File: src/design/kedt_pkg.sv
`timescale 1ns / 1ps
// ----------------------------------------------------------------------------
// kedt_pkg: shared types and codes for the keyed event debounce table
// Holds item modes, event kinds, register indexes and the register reset values.
// ----------------------------------------------------------------------------
package kedt_pkg;

    localparam int CFG_WIDTH = 20;

    localparam logic [1:0] MODE_EVENT  = 2'd0;
    localparam logic [1:0] MODE_TICK   = 2'd1;
    localparam logic [1:0] MODE_FLUSH  = 2'd2;
    localparam logic [1:0] MODE_IGNORE = 2'd3;

    localparam logic [1:0] KIND_CHANGE      = 2'd0;
    localparam logic [1:0] KIND_DELETE      = 2'd1;
    localparam logic [1:0] KIND_RENAME_FROM = 2'd2;
    localparam logic [1:0] KIND_RENAME_TO   = 2'd3;

    localparam logic CFG_IDX_QUIET = 1'b0;
    localparam logic CFG_IDX_MAXW  = 1'b1;

    localparam logic [CFG_WIDTH-1:0] QUIET_RESET = 20'd100;
    localparam logic [CFG_WIDTH-1:0] MAXW_RESET  = 20'd1000;

endpackage

File: src/design/kedt_ram.sv
`timescale 1ns / 1ps
// ----------------------------------------------------------------------------
// kedt_ram: generic simple dual-port RAM (separate write and read addresses)
// One write and one registered read per cycle.
// ----------------------------------------------------------------------------
module kedt_ram #(
    parameter int WIDTH = 32,
    parameter int DEPTH = 16
) (
    input  logic                             aclk,
    input  logic                             we,
    input  logic [$clog2(DEPTH)-1:0]         waddr,
    input  logic [WIDTH-1:0]                 wdata,
    input  logic [$clog2(DEPTH)-1:0]         raddr,
    output logic [WIDTH-1:0]                 rdata
);
    logic [WIDTH-1:0] mem_reg [DEPTH];

    // write port and registered read
    always_ff @(posedge aclk) begin
        if (we) begin
            mem_reg[waddr] <= wdata;
        end
        rdata <= mem_reg[raddr];
    end
endmodule

File: src/design/kedt_front.sv
`timescale 1ns / 1ps
// ----------------------------------------------------------------------------
// kedt_front: input stage
// Accepts input beats, masks the fields and queues them for the engine.
// ----------------------------------------------------------------------------
module kedt_front #(
    parameter int KEY_WIDTH = 32
) (
    input  logic                  aclk,
    input  logic                  aresetn,
    input  logic                  s_valid,
    output logic                  s_ready,
    input  logic [1:0]            s_mode,
    input  logic [31:0]           s_key,
    input  logic [1:0]            s_event_kind,
    output logic                  q_valid,
    input  logic                  q_pop,
    output logic [1:0]            q_mode,
    output logic [KEY_WIDTH-1:0]  q_key,
    output logic [1:0]            q_kind
);
    localparam int QW = 2 + KEY_WIDTH + 2;
    logic [QW-1:0] slot_reg [2];
    logic [1:0]    cnt_reg;
    logic          wp_reg, rp_reg;
    logic [KEY_WIDTH-1:0] kmask;
    logic          push;

    // masked key
    always_comb begin
        kmask = KEY_WIDTH'(s_key);
    end

    assign s_ready = (cnt_reg != 2'd2);
    assign push    = s_valid && s_ready;
    assign q_valid = (cnt_reg != 2'd0);
    assign {q_mode, q_key, q_kind} = slot_reg[rp_reg];

    // two-entry queue toward the engine
    always_ff @(posedge aclk) begin
        if (push) begin
            slot_reg[wp_reg] <= {s_mode, kmask, s_event_kind};
        end
        if (!aresetn) begin
            cnt_reg <= 2'd0;
            wp_reg  <= 1'b0;
            rp_reg  <= 1'b0;
        end else begin
            if (push) wp_reg <= ~wp_reg;
            if (q_pop) rp_reg <= ~rp_reg;
            cnt_reg <= cnt_reg + 2'(push) - 2'(q_pop);
        end
    end
endmodule

File: src/design/kedt_engine.sv
`timescale 1ns / 1ps
// ----------------------------------------------------------------------------
// kedt_engine: table engine
// Walks the table one entry a cycle, stalling on a held beat, for lookups, tick scans and flushes.
// ----------------------------------------------------------------------------
module kedt_engine #(
    parameter int TABLE_DEPTH = 16,
    parameter int KEY_WIDTH   = 32,
    parameter int TIME_WIDTH  = 32
) (
    input  logic                           aclk,
    input  logic                           aresetn,
    input  logic [kedt_pkg::CFG_WIDTH-1:0] idle_limit,
    input  logic [kedt_pkg::CFG_WIDTH-1:0] age_limit,
    input  logic                           q_valid,
    output logic                           q_pop,
    input  logic [1:0]                     q_mode,
    input  logic [KEY_WIDTH-1:0]           q_key,
    input  logic [1:0]                     q_kind,
    output logic                           m_valid,
    input  logic                           m_ready,
    output logic [31:0]                    m_out_key,
    output logic [1:0]                     m_out_kind,
    output logic                           m_last,
    output logic [6:0]                     m_pending_count,
    output logic                           m_overflow
);
    localparam int IW = $clog2(TABLE_DEPTH + 1);
    localparam int AW = $clog2(TABLE_DEPTH);
    localparam int CW = $clog2(TABLE_DEPTH + 1);
    localparam int CMPW = (TIME_WIDTH > kedt_pkg::CFG_WIDTH) ? TIME_WIDTH :
                          kedt_pkg::CFG_WIDTH;
    localparam logic [IW-1:0] LAST_IDX = IW'(TABLE_DEPTH - 1);

    typedef enum logic [4:0] {
        ST_IDLE = 5'b00001,
        ST_SCAN = 5'b00010,
        ST_DEC  = 5'b00100,
        ST_EMIT = 5'b01000,
        ST_DONE = 5'b10000
    } state_t;

    state_t state_reg;
    logic [IW-1:0] idx_reg;
    logic          rd_reg;       // read data valid for idx_reg - 1
    logic [AW-1:0] ridx_reg;
    logic [TABLE_DEPTH-1:0] valid_reg;
    logic [CW-1:0] cnt_reg;
    logic [TIME_WIDTH-1:0] now_reg;
    logic [1:0] mode_reg, kind_reg;
    logic [KEY_WIDTH-1:0] key_reg;
    logic hit_reg, free_reg;
    logic [AW-1:0] hit_idx_reg, free_idx_reg;
    logic [TIME_WIDTH-1:0] hit_first_reg;

    // second walk reads the keys of the entries marked to fire
    logic pass2_reg;
    logic [TABLE_DEPTH-1:0] fmask_reg;

    // held result of the previous fire, emitted one behind to know last
    logic pend_reg;
    logic [KEY_WIDTH-1:0] pend_key_reg;
    logic [1:0] pend_kind_reg;
    logic pend_ovf_reg;

    // output register
    logic ov_reg, olast_reg, oovf_reg;
    logic [31:0] okey_reg;
    logic [1:0] okind_reg;
    logic [6:0] ocnt_reg;

    // ram ports
    logic [KEY_WIDTH-1:0]  rk;
    logic [TIME_WIDTH-1:0] rf, rl;
    logic we_k, we_f, we_l;
    logic [AW-1:0] wa;
    logic [AW-1:0] rd_addr;
    logic [KEY_WIDTH-1:0] wk;
    logic [TIME_WIDTH-1:0] wt;

    logic out_free;
    logic fire;
    logic expire;
    logic scan_stall;
    logic load_out;
    logic [TIME_WIDTH-1:0] el_last;
    logic [TIME_WIDTH-1:0] el_first;

    assign out_free = !ov_reg || m_ready;
    assign el_last  = now_reg - rl;
    assign el_first = now_reg - hit_first_reg;

    // hold the read address on the stalled entry so its data stays put
    assign rd_addr = scan_stall ? ridx_reg : idx_reg[AW-1:0];

    kedt_ram #(.WIDTH(KEY_WIDTH), .DEPTH(TABLE_DEPTH)) u_key (
        .aclk(aclk), .we(we_k), .waddr(wa), .wdata(wk), .raddr(rd_addr), .rdata(rk));
    kedt_ram #(.WIDTH(TIME_WIDTH), .DEPTH(TABLE_DEPTH)) u_first (
        .aclk(aclk), .we(we_f), .waddr(wa), .wdata(wt), .raddr(rd_addr), .rdata(rf));
    kedt_ram #(.WIDTH(TIME_WIDTH), .DEPTH(TABLE_DEPTH)) u_last (
        .aclk(aclk), .we(we_l), .waddr(wa), .wdata(wt), .raddr(rd_addr), .rdata(rl));

    // expiry test on the entry read last cycle, first walk of a tick
    always_comb begin
        expire = 1'b0;
        if (state_reg == ST_SCAN && rd_reg && !pass2_reg &&
            mode_reg == kedt_pkg::MODE_TICK && valid_reg[ridx_reg]) begin
            expire = (CMPW'(el_last) >= CMPW'(idle_limit));
        end
    end

    // fire on a marked entry during the key walk
    assign fire = (state_reg == ST_SCAN) && rd_reg && pass2_reg && fmask_reg[ridx_reg];
    assign scan_stall = fire && pend_reg && !out_free;
    assign load_out = (fire && pend_reg && out_free) ||
                      (state_reg == ST_EMIT && pend_reg && out_free);

    // table writes during the decide step
    always_comb begin
        we_k = 1'b0;
        we_f = 1'b0;
        we_l = 1'b0;
        wa   = hit_idx_reg;
        wk   = key_reg;
        wt   = now_reg;
        if (state_reg == ST_DEC && mode_reg == kedt_pkg::MODE_EVENT &&
            kind_reg == kedt_pkg::KIND_CHANGE) begin
            if (hit_reg) begin
                we_l = 1'b1;
                we_f = (CMPW'(el_first) >= CMPW'(age_limit));
            end else if (free_reg) begin
                wa   = free_idx_reg;
                we_k = 1'b1;
                we_f = 1'b1;
                we_l = 1'b1;
            end
        end
    end

    assign q_pop = (state_reg == ST_IDLE) && q_valid;

    // sequencer
    always_ff @(posedge aclk) begin
        if (!aresetn) begin
            state_reg <= ST_IDLE;
            valid_reg <= '0;
            cnt_reg   <= '0;
            now_reg   <= '0;
            ov_reg    <= 1'b0;
            pend_reg  <= 1'b0;
            rd_reg    <= 1'b0;
            idx_reg   <= '0;
            pass2_reg <= 1'b0;
        end else begin
            if (load_out) ov_reg <= 1'b1;
            else if (m_ready) ov_reg <= 1'b0;
            case (state_reg)
                ST_IDLE: begin
                    if (q_valid) begin
                        mode_reg  <= q_mode;
                        key_reg   <= q_key;
                        kind_reg  <= q_kind;
                        hit_reg   <= 1'b0;
                        free_reg  <= 1'b0;
                        pend_reg  <= 1'b0;
                        idx_reg   <= '0;
                        rd_reg    <= 1'b0;
                        pass2_reg <= (q_mode == kedt_pkg::MODE_FLUSH);
                        fmask_reg <= (q_mode == kedt_pkg::MODE_FLUSH) ? valid_reg : '0;
                        if (q_mode == kedt_pkg::MODE_FLUSH) begin
                            valid_reg <= '0;
                            cnt_reg   <= '0;
                        end
                        if (q_mode == kedt_pkg::MODE_TICK) now_reg <= now_reg + 1'b1;
                        if (q_mode == kedt_pkg::MODE_IGNORE) state_reg <= ST_IDLE;
                        else state_reg <= ST_SCAN;
                    end
                end
                ST_SCAN: begin
                    // stall the walk while a fired beat cannot move on
                    if (!scan_stall) begin
                        if (rd_reg && mode_reg == kedt_pkg::MODE_EVENT) begin
                            if (valid_reg[ridx_reg]) begin
                                if (!hit_reg && rk == key_reg) begin
                                    hit_reg       <= 1'b1;
                                    hit_idx_reg   <= ridx_reg;
                                    hit_first_reg <= rf;
                                end
                            end else if (!free_reg) begin
                                free_reg     <= 1'b1;
                                free_idx_reg <= ridx_reg;
                            end
                        end
                        // quiet entry leaves the table and is marked to fire
                        if (expire) begin
                            fmask_reg[ridx_reg] <= 1'b1;
                            valid_reg[ridx_reg] <= 1'b0;
                            cnt_reg <= cnt_reg - 1'b1;
                        end
                        if (fire) begin
                            if (pend_reg) begin
                                okey_reg  <= 32'(pend_key_reg);
                                okind_reg <= pend_kind_reg;
                                oovf_reg  <= pend_ovf_reg;
                                olast_reg <= 1'b0;
                                ocnt_reg  <= 7'(cnt_reg);
                            end
                            pend_reg      <= 1'b1;
                            pend_key_reg  <= rk;
                            pend_kind_reg <= kedt_pkg::KIND_CHANGE;
                            pend_ovf_reg  <= 1'b0;
                        end
                        ridx_reg <= idx_reg[AW-1:0];
                        if (idx_reg <= LAST_IDX) begin
                            rd_reg  <= 1'b1;
                            idx_reg <= idx_reg + 1'b1;
                        end else begin
                            rd_reg <= 1'b0;
                            if (mode_reg == kedt_pkg::MODE_EVENT) begin
                                state_reg <= ST_DEC;
                            end else if (!pass2_reg) begin
                                pass2_reg <= 1'b1;
                                idx_reg   <= '0;
                            end else begin
                                state_reg <= ST_EMIT;
                            end
                        end
                    end
                end
                ST_DEC: begin
                    // event outcome
                    state_reg <= ST_EMIT;
                    if (kind_reg != kedt_pkg::KIND_CHANGE) begin
                        if (hit_reg) begin
                            valid_reg[hit_idx_reg] <= 1'b0;
                            cnt_reg <= cnt_reg - 1'b1;
                        end
                        pend_reg <= 1'b1;
                        pend_kind_reg <= kind_reg;
                    end else if (hit_reg) begin
                        pend_reg <= we_f;
                        pend_kind_reg <= kedt_pkg::KIND_CHANGE;
                    end else if (free_reg) begin
                        valid_reg[free_idx_reg] <= 1'b1;
                        cnt_reg <= cnt_reg + 1'b1;
                    end else begin
                        pend_reg <= 1'b1;
                        pend_kind_reg <= kedt_pkg::KIND_CHANGE;
                    end
                    pend_key_reg <= key_reg;
                    pend_ovf_reg <= !hit_reg && !free_reg &&
                                    kind_reg == kedt_pkg::KIND_CHANGE;
                end
                ST_EMIT: begin
                    // final beat of the item carries last
                    if (!pend_reg) begin
                        state_reg <= ST_IDLE;
                    end else if (out_free) begin
                        okey_reg  <= 32'(pend_key_reg);
                        okind_reg <= pend_kind_reg;
                        oovf_reg  <= pend_ovf_reg;
                        olast_reg <= 1'b1;
                        ocnt_reg  <= 7'(cnt_reg);
                        pend_reg  <= 1'b0;
                        state_reg <= ST_DONE;
                    end
                end
                ST_DONE: begin
                    state_reg <= ST_IDLE;
                end
                default: state_reg <= ST_IDLE;
            endcase
        end
    end

    assign m_valid         = ov_reg;
    assign m_out_key       = okey_reg;
    assign m_out_kind      = okind_reg;
    assign m_last          = olast_reg;
    assign m_pending_count = ocnt_reg;
    assign m_overflow      = oovf_reg;
endmodule

File: src/design/keyed_event_debounce_table_top.sv
`timescale 1ns / 1ps
// sequence: an event walks the table once, a flush walks it once reading the fired keys,
//   a tick walks it twice (expiry walk, then a walk reading fired keys)
// flow: the engine takes a new item only once it is done with the last; each walk reads
//   one entry a cycle, and a result beat held by the receiver stalls the walk
// reset: aresetn synchronous active low; clears valid bits, time, queue and registers
// ----------------------------------------------------------------------------
// keyed_event_debounce_table_top: keyed event debounce table with max wait
// Input queue in front of a table engine that walks the entries one a cycle unless a result beat is held.
// ----------------------------------------------------------------------------
module keyed_event_debounce_table_top #(
    parameter int TABLE_DEPTH = 16,
    parameter int KEY_WIDTH   = 32,
    parameter int TIME_WIDTH  = 32
) (
    input  logic        aclk,
    input  logic        aresetn,
    input  logic        cfg_we,
    input  logic        cfg_index,
    input  logic [19:0] cfg_wdata,
    input  logic        s_valid,
    output logic        s_ready,
    input  logic [1:0]  s_mode,
    input  logic [31:0] s_key,
    input  logic [1:0]  s_event_kind,
    output logic        m_valid,
    input  logic        m_ready,
    output logic [31:0] m_out_key,
    output logic [1:0]  m_out_kind,
    output logic        m_last,
    output logic [6:0]  m_pending_count,
    output logic        m_overflow
);
    logic [kedt_pkg::CFG_WIDTH-1:0] quiet_reg, maxw_reg;
    logic q_valid, q_pop;
    logic [1:0] q_mode, q_kind;
    logic [KEY_WIDTH-1:0] q_key;

    // configuration registers
    always_ff @(posedge aclk) begin
        if (!aresetn) begin
            quiet_reg <= kedt_pkg::QUIET_RESET;
            maxw_reg  <= kedt_pkg::MAXW_RESET;
        end else if (cfg_we) begin
            if (cfg_index == kedt_pkg::CFG_IDX_QUIET) quiet_reg <= cfg_wdata;
            if (cfg_index == kedt_pkg::CFG_IDX_MAXW)  maxw_reg  <= cfg_wdata;
        end
    end

    kedt_front #(.KEY_WIDTH(KEY_WIDTH)) u_front (
        .aclk(aclk), .aresetn(aresetn), .s_valid(s_valid), .s_ready(s_ready),
        .s_mode(s_mode), .s_key(s_key), .s_event_kind(s_event_kind),
        .q_valid(q_valid), .q_pop(q_pop), .q_mode(q_mode), .q_key(q_key),
        .q_kind(q_kind));

    kedt_engine #(.TABLE_DEPTH(TABLE_DEPTH), .KEY_WIDTH(KEY_WIDTH),
                  .TIME_WIDTH(TIME_WIDTH)) u_engine (
        .aclk(aclk), .aresetn(aresetn), .idle_limit(quiet_reg), .age_limit(maxw_reg),
        .q_valid(q_valid), .q_pop(q_pop), .q_mode(q_mode), .q_key(q_key),
        .q_kind(q_kind), .m_valid(m_valid), .m_ready(m_ready), .m_out_key(m_out_key),
        .m_out_kind(m_out_kind), .m_last(m_last), .m_pending_count(m_pending_count),
        .m_overflow(m_overflow));
endmodule

File: config.mk
export PLATFORM = sky130hd
export DESIGN_NAME = keyed_event_debounce_table_top
export DESIGN_NICKNAME = d
export VERILOG_FILES = /design/src/design/kedt_pkg.sv /design/src/design/kedt_ram.sv /design/src/design/kedt_front.sv /design/src/design/kedt_engine.sv /design/src/design/keyed_event_debounce_table_top.sv
export SDC_FILE = /design/constraint.sdc
export NUM_CORES = 2
export LEC_CHECK = 0
export ABC_AREA = 1
export BUFFER_PORTS_ARGS = -buffer_cell sky130_fd_sc_hd__buf_2
export CORE_ASPECT_RATIO = 0.6
export CORE_UTILIZATION = 60
export CTS_BUF_LIST = sky130_fd_sc_hd__clkbuf_4 sky130_fd_sc_hd__clkbuf_8 sky130_fd_sc_hd__clkbuf_16
export CTS_CLUSTER_DIAMETER = 30
export DETAILED_ROUTE_END_ITERATION = 7
export PLACE_DENSITY_LB_ADDON = 0.12
export SLEW_MARGIN = 20
export SYNTH_ARGS = -nofsm -noshare
export SYNTH_HDL_FRONTEND = slang
export SYNTH_HIERARCHICAL = 1
export SYNTH_SLANG_ARGS = --single-unit
File: constraint.sdc
create_clock -name aclk -period 6.1 [get_ports aclk]
set_input_delay 0.915 -clock aclk [delete_from_list [all_inputs] [get_ports aclk]]
set_output_delay 0.915 -clock aclk [all_outputs]
set_load 0.01 [all_outputs]
**Word-level counts from Yosys, hierarchy flattened**

Memory sizes are Yosys's and may differ from the RTL's. A register that Yosys moved wholly into a read port is not among the register bits.
Cells that the tools add are included.

- Flip-flop bits (word level): 287
- Memories kept: 4
- Output and inout port bits: 45
- Memory bits (writable): 1608

- Equality and inequality tests: 32
- Mux-type cells: 140
- Add/sub/neg operators: 8
- Magnitude comparators: 9
- Reduce and logical (&&, ||, !) cells: 58
- Bitwise gates (word level): 12

Memories:

| memory | depth | width | rd ports | clocked after Yosys merged registers in | write ports | line | source |
|---|---|---|---|---|---|---|---|
| u_engine.u_first.mem_reg | 16 | 32 | 1 | 1 | 1 | kedt_ram.sv:17 | `logic [WIDTH-1:0] mem_reg [DEPTH];` |
| u_engine.u_key.mem_reg | 16 | 32 | 1 | 1 | 1 | kedt_ram.sv:17 |  |
| u_engine.u_last.mem_reg | 16 | 32 | 1 | 1 | 1 | kedt_ram.sv:17 |  |
| u_front.slot_reg | 2 | 36 | 1 | 1 | 1 | kedt_front.sv:23 | `logic [QW-1:0] slot_reg [2];` |

Operators with widths:

| kind | number |
|---|---|
| 32-bit two-way mux | 7 |
| 16-bit two-way mux | 12 |
| 32-bit one-hot mux with 2 select lines | 2 |
| 5-bit two-way mux | 20 |
| 32-bit by 20-bit >= comparator with 1-bit output | 2 |
| 32-bit subtractor | 2 |
| 1-bit two-way mux | 58 |
| 16-bit one-hot mux with 3 select lines | 1 |
| 7-bit two-way mux | 5 |
| 32-bit by 1-bit adder with 32-bit output (second input constant) | 1 |
| 16-bit AND | 2 |
| 32-bit equality test | 1 |
| 16-bit inverter | 2 |
| 16-bit bitwise OR | 2 |
| 16-bit one-hot mux with 2 select lines | 1 |
| 5-bit AND reduction | 6 |
| 1-bit logical AND | 22 |
| 2-bit two-way mux | 11 |
| 5-bit one-hot mux with 4 select lines | 1 |
| 6-bit AND reduction | 3 |
| 4-bit two-way mux | 4 |
| 2-bit inequality test (second input constant) | 8 |
| 4-bit by 5-bit < comparator with 1-bit output (second input constant) | 3 |
| 5-bit one-hot mux with 3 select lines | 1 |
| 35 further kinds | 82 |

**Longest topological paths before layout**

- Depth after elaboration: 9
- Mapped depth: 29
- Mapped depth without buffers: 28

**By module**

Netlist, hierarchy kept.

Modules (own cells, without submodules):

| module | seq. area each (µm²) | area each (µm²) | cells each | instances |
|---|---|---|---|---|
| kedt_ram | 16015.4 | 22730.6 | 2120 | 3 |
| kedt_engine | 6566.3 | 16255.6 | 2127 | 1 |
| kedt_front | 2262.2 | 2979.1 | 144 | 1 |
| keyed_event_debounce_table_top | 800.8 | 1524.0 | 213 | 1 |

**Worst setup path after synthesis**

OpenSTA, ideal clock, no wires.

- Kind: reg2reg
- Start: register u_engine.now_reg[0]
- End: memory u_engine.u_first.mem_reg[12][0] (enable)
- Data required time: 5679 ps
- Path slack: 1112 ps
- Arrival time: 4567 ps
- Path buffers: 0
- Library setup time: 421 ps
- Cell stages (with the launch flop): 22
- Period minus slack after synthesis: 4988 ps
- Path through: dfxtp_1 -> inv_1 -> ha_1 -> inv_1 -> fa_1 -> nand2_1 -> nand2_1 -> and2_1 -> a21o_1 -> nand2_1 -> nand2_1 -> a21oi_1 -> xnor2_1 -> ha_1 -> a21oi_1 -> o21ai_0 -> a211oi_1 -> nand3_1 -> nor3_1 -> a31oi_1 -> nand3_1 -> nor2_1

- Longest elaborated chain between the ends: 6

Ends and longest elaborated chain:

| what | line | source |
|---|---|---|
| from (decl) | kedt_engine.sv:49 | `logic [TIME_WIDTH-1:0] now_reg;` |
| from (signal assigned) | kedt_engine.sv:174 | `if (q_mode == kedt_pkg::MODE_TICK) now_reg <= now_reg + 1'b1;` |
| 32-bit subtractor | kedt_engine.sv:91 | `assign el_first = now_reg - hit_first_reg;` |
| 32-bit by 20-bit >= comparator with 1-bit output | kedt_engine.sv:130 | `we_f = (CMPW'(el_first) >= CMPW'(age_limit));` |
| 1-bit two-way mux | kedt_engine.sv:128 | `if (hit_reg) begin` |
| 1-bit two-way mux | kedt_engine.sv:126 | `if (state_reg == ST_DEC && mode_reg == kedt_pkg::MODE_EVENT &&` |
| net u_engine.we_f | kedt_engine.sv:75 | `logic we_k, we_f, we_l;` |
| 1-bit two-way mux | kedt_ram.sv:21 | `if (we) begin` |
| 1-bit two-way mux (implied by the code) | kedt_ram.sv:22 | `mem_reg[waddr] <= wdata;` |
| to (decl) | kedt_ram.sv:17 |  |

The timed path passes the listed nets, and every way through them passes these cells.

**Worst setup path in the final report**

- Start: register u_engine.now_reg[17]
- End: register u_engine.valid_reg[6]

- Longest elaborated chain between the ends: 5

Ends and longest elaborated chain:

| what | line | source |
|---|---|---|
| 32-bit subtractor | kedt_engine.sv:90 | `assign el_last = now_reg - rl;` |
| 32-bit by 20-bit >= comparator with 1-bit output | kedt_engine.sv:108 | `expire = (CMPW'(el_last) >= CMPW'(idle_limit));` |
| 1-bit two-way mux | kedt_engine.sv:106 | `if (state_reg == ST_SCAN && rd_reg && !pass2_reg &&` |
| 2-bit by 1-bit inequality test with 1-bit output (no line) | - |  |
| 8-bit AND reduction (no line) | - |  |
| to (signal assigned) | kedt_engine.sv:146 | `valid_reg <= '0;` |
| to (signal assigned) | kedt_engine.sv:171 | `valid_reg <= '0;` |
| to (signal, indexed assignment) | kedt_engine.sv:197 | `valid_reg[ridx_reg] <= 1'b0;` |
| to (decl) | kedt_engine.sv:47 | `logic [TABLE_DEPTH-1:0] valid_reg;` |

Every way passes these cells.
A chain may end at the register's enable or synchronous reset.

==> results.json <==
{
  "n_fill_cell": 11016,
  "track_usage_pct": 34.4,
  "yosys-top-cells-area": "edfxtp_1, nand2_1, nand3_1",
  "power.share.sequential_pct": 43.7,
  "max_freq_mhz": 193,
  "drc_errors": 0,
  "finalSetupViolCount": 0,
  "slew_headroom_pct": 18.3,
  "hold_viol_final": 0,
  "slowest_delay_ns": 0.99,
  "rr_endpoint": "u_engine/valid_reg[6]",
  "wl_mm": 259,
  "crit_type": "reg2reg",
  "synth_common_cells": "nand2_1, edfxtp_1, inv_1",
  "die_y_um": 300,
  "insertion_delay_ns": 0.92,
  "grt_overflow": 0,
  "finalWeightedCongestion": 1.01,
  "drive_gt1_share_pct": 10.2,
  "power.switching_mw": 9.72,
  "clkPwrFrac_pct": 45.2,
  "first_iter_violations": 9146,
  "ys_types": 59,
  "dpl.hpwl_mm": 160,
  "initial_core_util_pct": 60.4,
  "grt_max_degree": 157,
  "p_per_area_nw_per_um2": 363,
  "synthArstFlopShare_pct": 0,
  "slew_violations": 0,
  "rsz0062_at_grt": "false",
  "pre_cts_ws_ns": 1.10,
  "chipWidth_um": 499,
  "netlist_area_um2": 89000,
  "r2r_slack_ns": 0.92,
  "cts-root-buf": "clkbuf_16",
  "wl_per_cell_um": 23.1,
  "combinationalPowerShare_pct": 11.1,
  "arrival_ns": 5.96,
  "final_core_utilization_pct": 68.8,
  "path_cells": "ha_1 > nand2_1 > inv_1 > nand2_1 > nand3_1 > inv_1 > a31oi_1 > xor2_1 > ha_1 > nand2_1 > nor2_1 > a211oi_1 > nand2_1 > nor2_1 > nand3_1 > nor2_1 > nand3_1 > nand2_1 > nand2_2 > nand2_2 > nand2_1 > nand2_1 > nor2_1",
  "htreeDepth": 5,
  "crit_path_max_fanout": 29,
  "first_global_vias": 59069,
  "fin_skew_ns": 0.0659,
  "numCtsBuffers": 291,
  "endpoint": "u_engine/valid_reg[6]",
  "numPortBuffers": 104,
  "r2r_cells": 23,
  "yosysSeqAreaShare_pct": 64.8,
  "fin_crit_sh_pct": 85.0,
  "fin_nets": 9212,
  "maxCapViolations": 0,
  "core-area_um2": 147000,
  "power_leakage_nw": 43.3,
  "yosysWarnings": 6,
  "ys_ff_latch": 1990,
  "area_growth_pct": 13.8,
  "synth_most_common_cell": "nand2_1",
  "status": "finished, final reports clean",
  "peakVddDrop_uv": 339,
  "path_clk_slew_ns": 0.06,
  "yosysTopAreaCell": "edfxtp_1",
  "fin_tns_setup_ns": 0,
  "cts.sinks": 1990,
  "cts_tree": "built",
  "dieArea_um2": 150000,
  "p_int_mw": 27.1,
  "cp_slowest_cell": "dfxtp_1",
  "drt-pass1-iter-count": 7,
  "grt_pass1_wl_mm": 379,
  "antenna_found_initial": 32,
  "hold_buffers": 0,
  "vias": 64304,
  "r2r_start": "u_engine/now_reg[17]",
  "crit_start": "u_engine/now_reg[17]",
  "synthDominantCellAreaShare_pct": 60.2,
  "post-cts-setup-buffer-count": 0,
  "synthFlopType": "edfxtp_1",
  "setup_ws_ns": 0.916,
  "ctsResizeCount": 0,
  "num_rows": 109,
  "crit_path_start_kind": "flop",
  "vias_per_cell": 5.73,
  "crit_path_frequent_cell": "nand2_1",
  "switching_share_pct": 26.4,
  "cts_buffer_depth": 4,
  "avgSynthCellArea_um2": 10.1,
  "period_needed_ns": 5.18,
  "hold_class": "in2reg",
  "tightest_slew_ns": 1.22,
  "ant_nets": 0,
  "required_ns": 6.87,
  "cp-end-kind": "flop",
  "synth_edf_count": 1782,
  "io_pins": 107,
  "syn_inst": 8844
}
## power by group through the flow
stage	combinational [mW]	clock, mW	sequential [mW]
3_3_place_gp	3.89	0	16.3
4_1_cts	3.95	16.8	16.1
5_1_grt	4.38	17.4	16.1
3_5_place_dp	3.92	0	16.3
2_1_floorplan	2.58	0	16.1
6_report	4.07	16.6	16.1
## area by class of cell
cell class / instances / area (µm²) / area share (%)
multi-input cells: 4940 / 23500 / 23.2
diodes: 19 / 47.5 / 0.0470
inverters: 1548 / 5840 / 5.77
well taps: 1942 / 2430 / 2.40
clock buffers: 325 / 7690 / 7.59
flip-flops and latches: 1990 / 57700 / 57.0
clock inverters: 185 / 2010 / 1.98
repair buffers: 270 / 2050 / 2.03
## cells by family after synthesis
family,share of synthesized area [%]
AO/OA/AOI/OAI,2.46
XOR/XNOR,0.610
adder cells (fa/ha/maj),1.55
buffers and inverters,9.28
flip-flops,64.8
multiplexers,0.595
other,0.00422
AND/OR/NAND/NOR,20.7
## metal layers
| layer | global-route usage (%) | vias to the layer above | part of all wire [%] |
|---|---|---|---|
| li1 | - | 29293 | - |
| met1 | 55.0 | 30680 | 44 |
| met2 | 44.9 | 3889 | 39 |
| met3 | 9.95 | 440 | 14 |
| met4 | 9.39 | 2 | 2.2 |
| met5 | 0 | - | 0.0046 |
## through the flow
| step | instances | hold slack [ns] | total power, mW | area, µm² |
|---|---|---|---|---|
| after floorplan | 8845 | 0.386 | 18.7 | 89000 |
| after global placement | 10688 | 0.392 | 20.2 | 91400 |
| after detailed placement | 10688 | 0.389 | 20.2 | 91400 |
| after CTS | 11198 | 0.130 | 36.8 | 101000 |
| after global routing | 11211 | 0.152 | 37.9 | 101000 |
| final | 11219 | 0.182 | 36.8 | 101000 |
## worst min path at each step
stage                               start                    endpoint  slack (ns)  cells after the start
5_1_grt                         s_key[30]     u_front/slot_reg[0][32]        0.15                      1
3_3_place_gp   u_engine/u_first/rdata[29]  u_engine/hit_first_reg[29]        0.39                      0
3_5_place_dp   u_engine/u_first/rdata[24]  u_engine/hit_first_reg[24]        0.39                      0
2_1_floorplan   u_engine/u_first/rdata[0]   u_engine/hit_first_reg[0]        0.39                      0
4_1_cts                         s_key[24]     u_front/slot_reg[0][26]        0.13                      1
6_report                         s_key[6]      u_front/slot_reg[1][8]        0.18                      1
## critical path, delay by kind of cell, from the launching register on
kind | cells | cell delay (ns)
compound gates | 2 | 0.45
xor+xnor | 1 | 0.23
fa+ha+maj | 2 | 0.64
buf+inv | 2 | 0.17
flops | 1 | 0.99
simple gates | 16 | 2.50
## cell usage in the layout, fill, tap and decap left out, types with 42 or more instances in the layout
master,n
o21ai_0,127
buf_2,103
nand3_1,1270
buf_4,145
inv_6,42
ha_1,107
nand2_1,2592
nor2_4,57
inv_1,1527
xor2_1,48
edfxtp_1,1782
clkbuf_16,297
nor2_1,266
dfxtp_1,207
a21oi_1,167
Note: power is estimated with default switching activity, not from simulation.
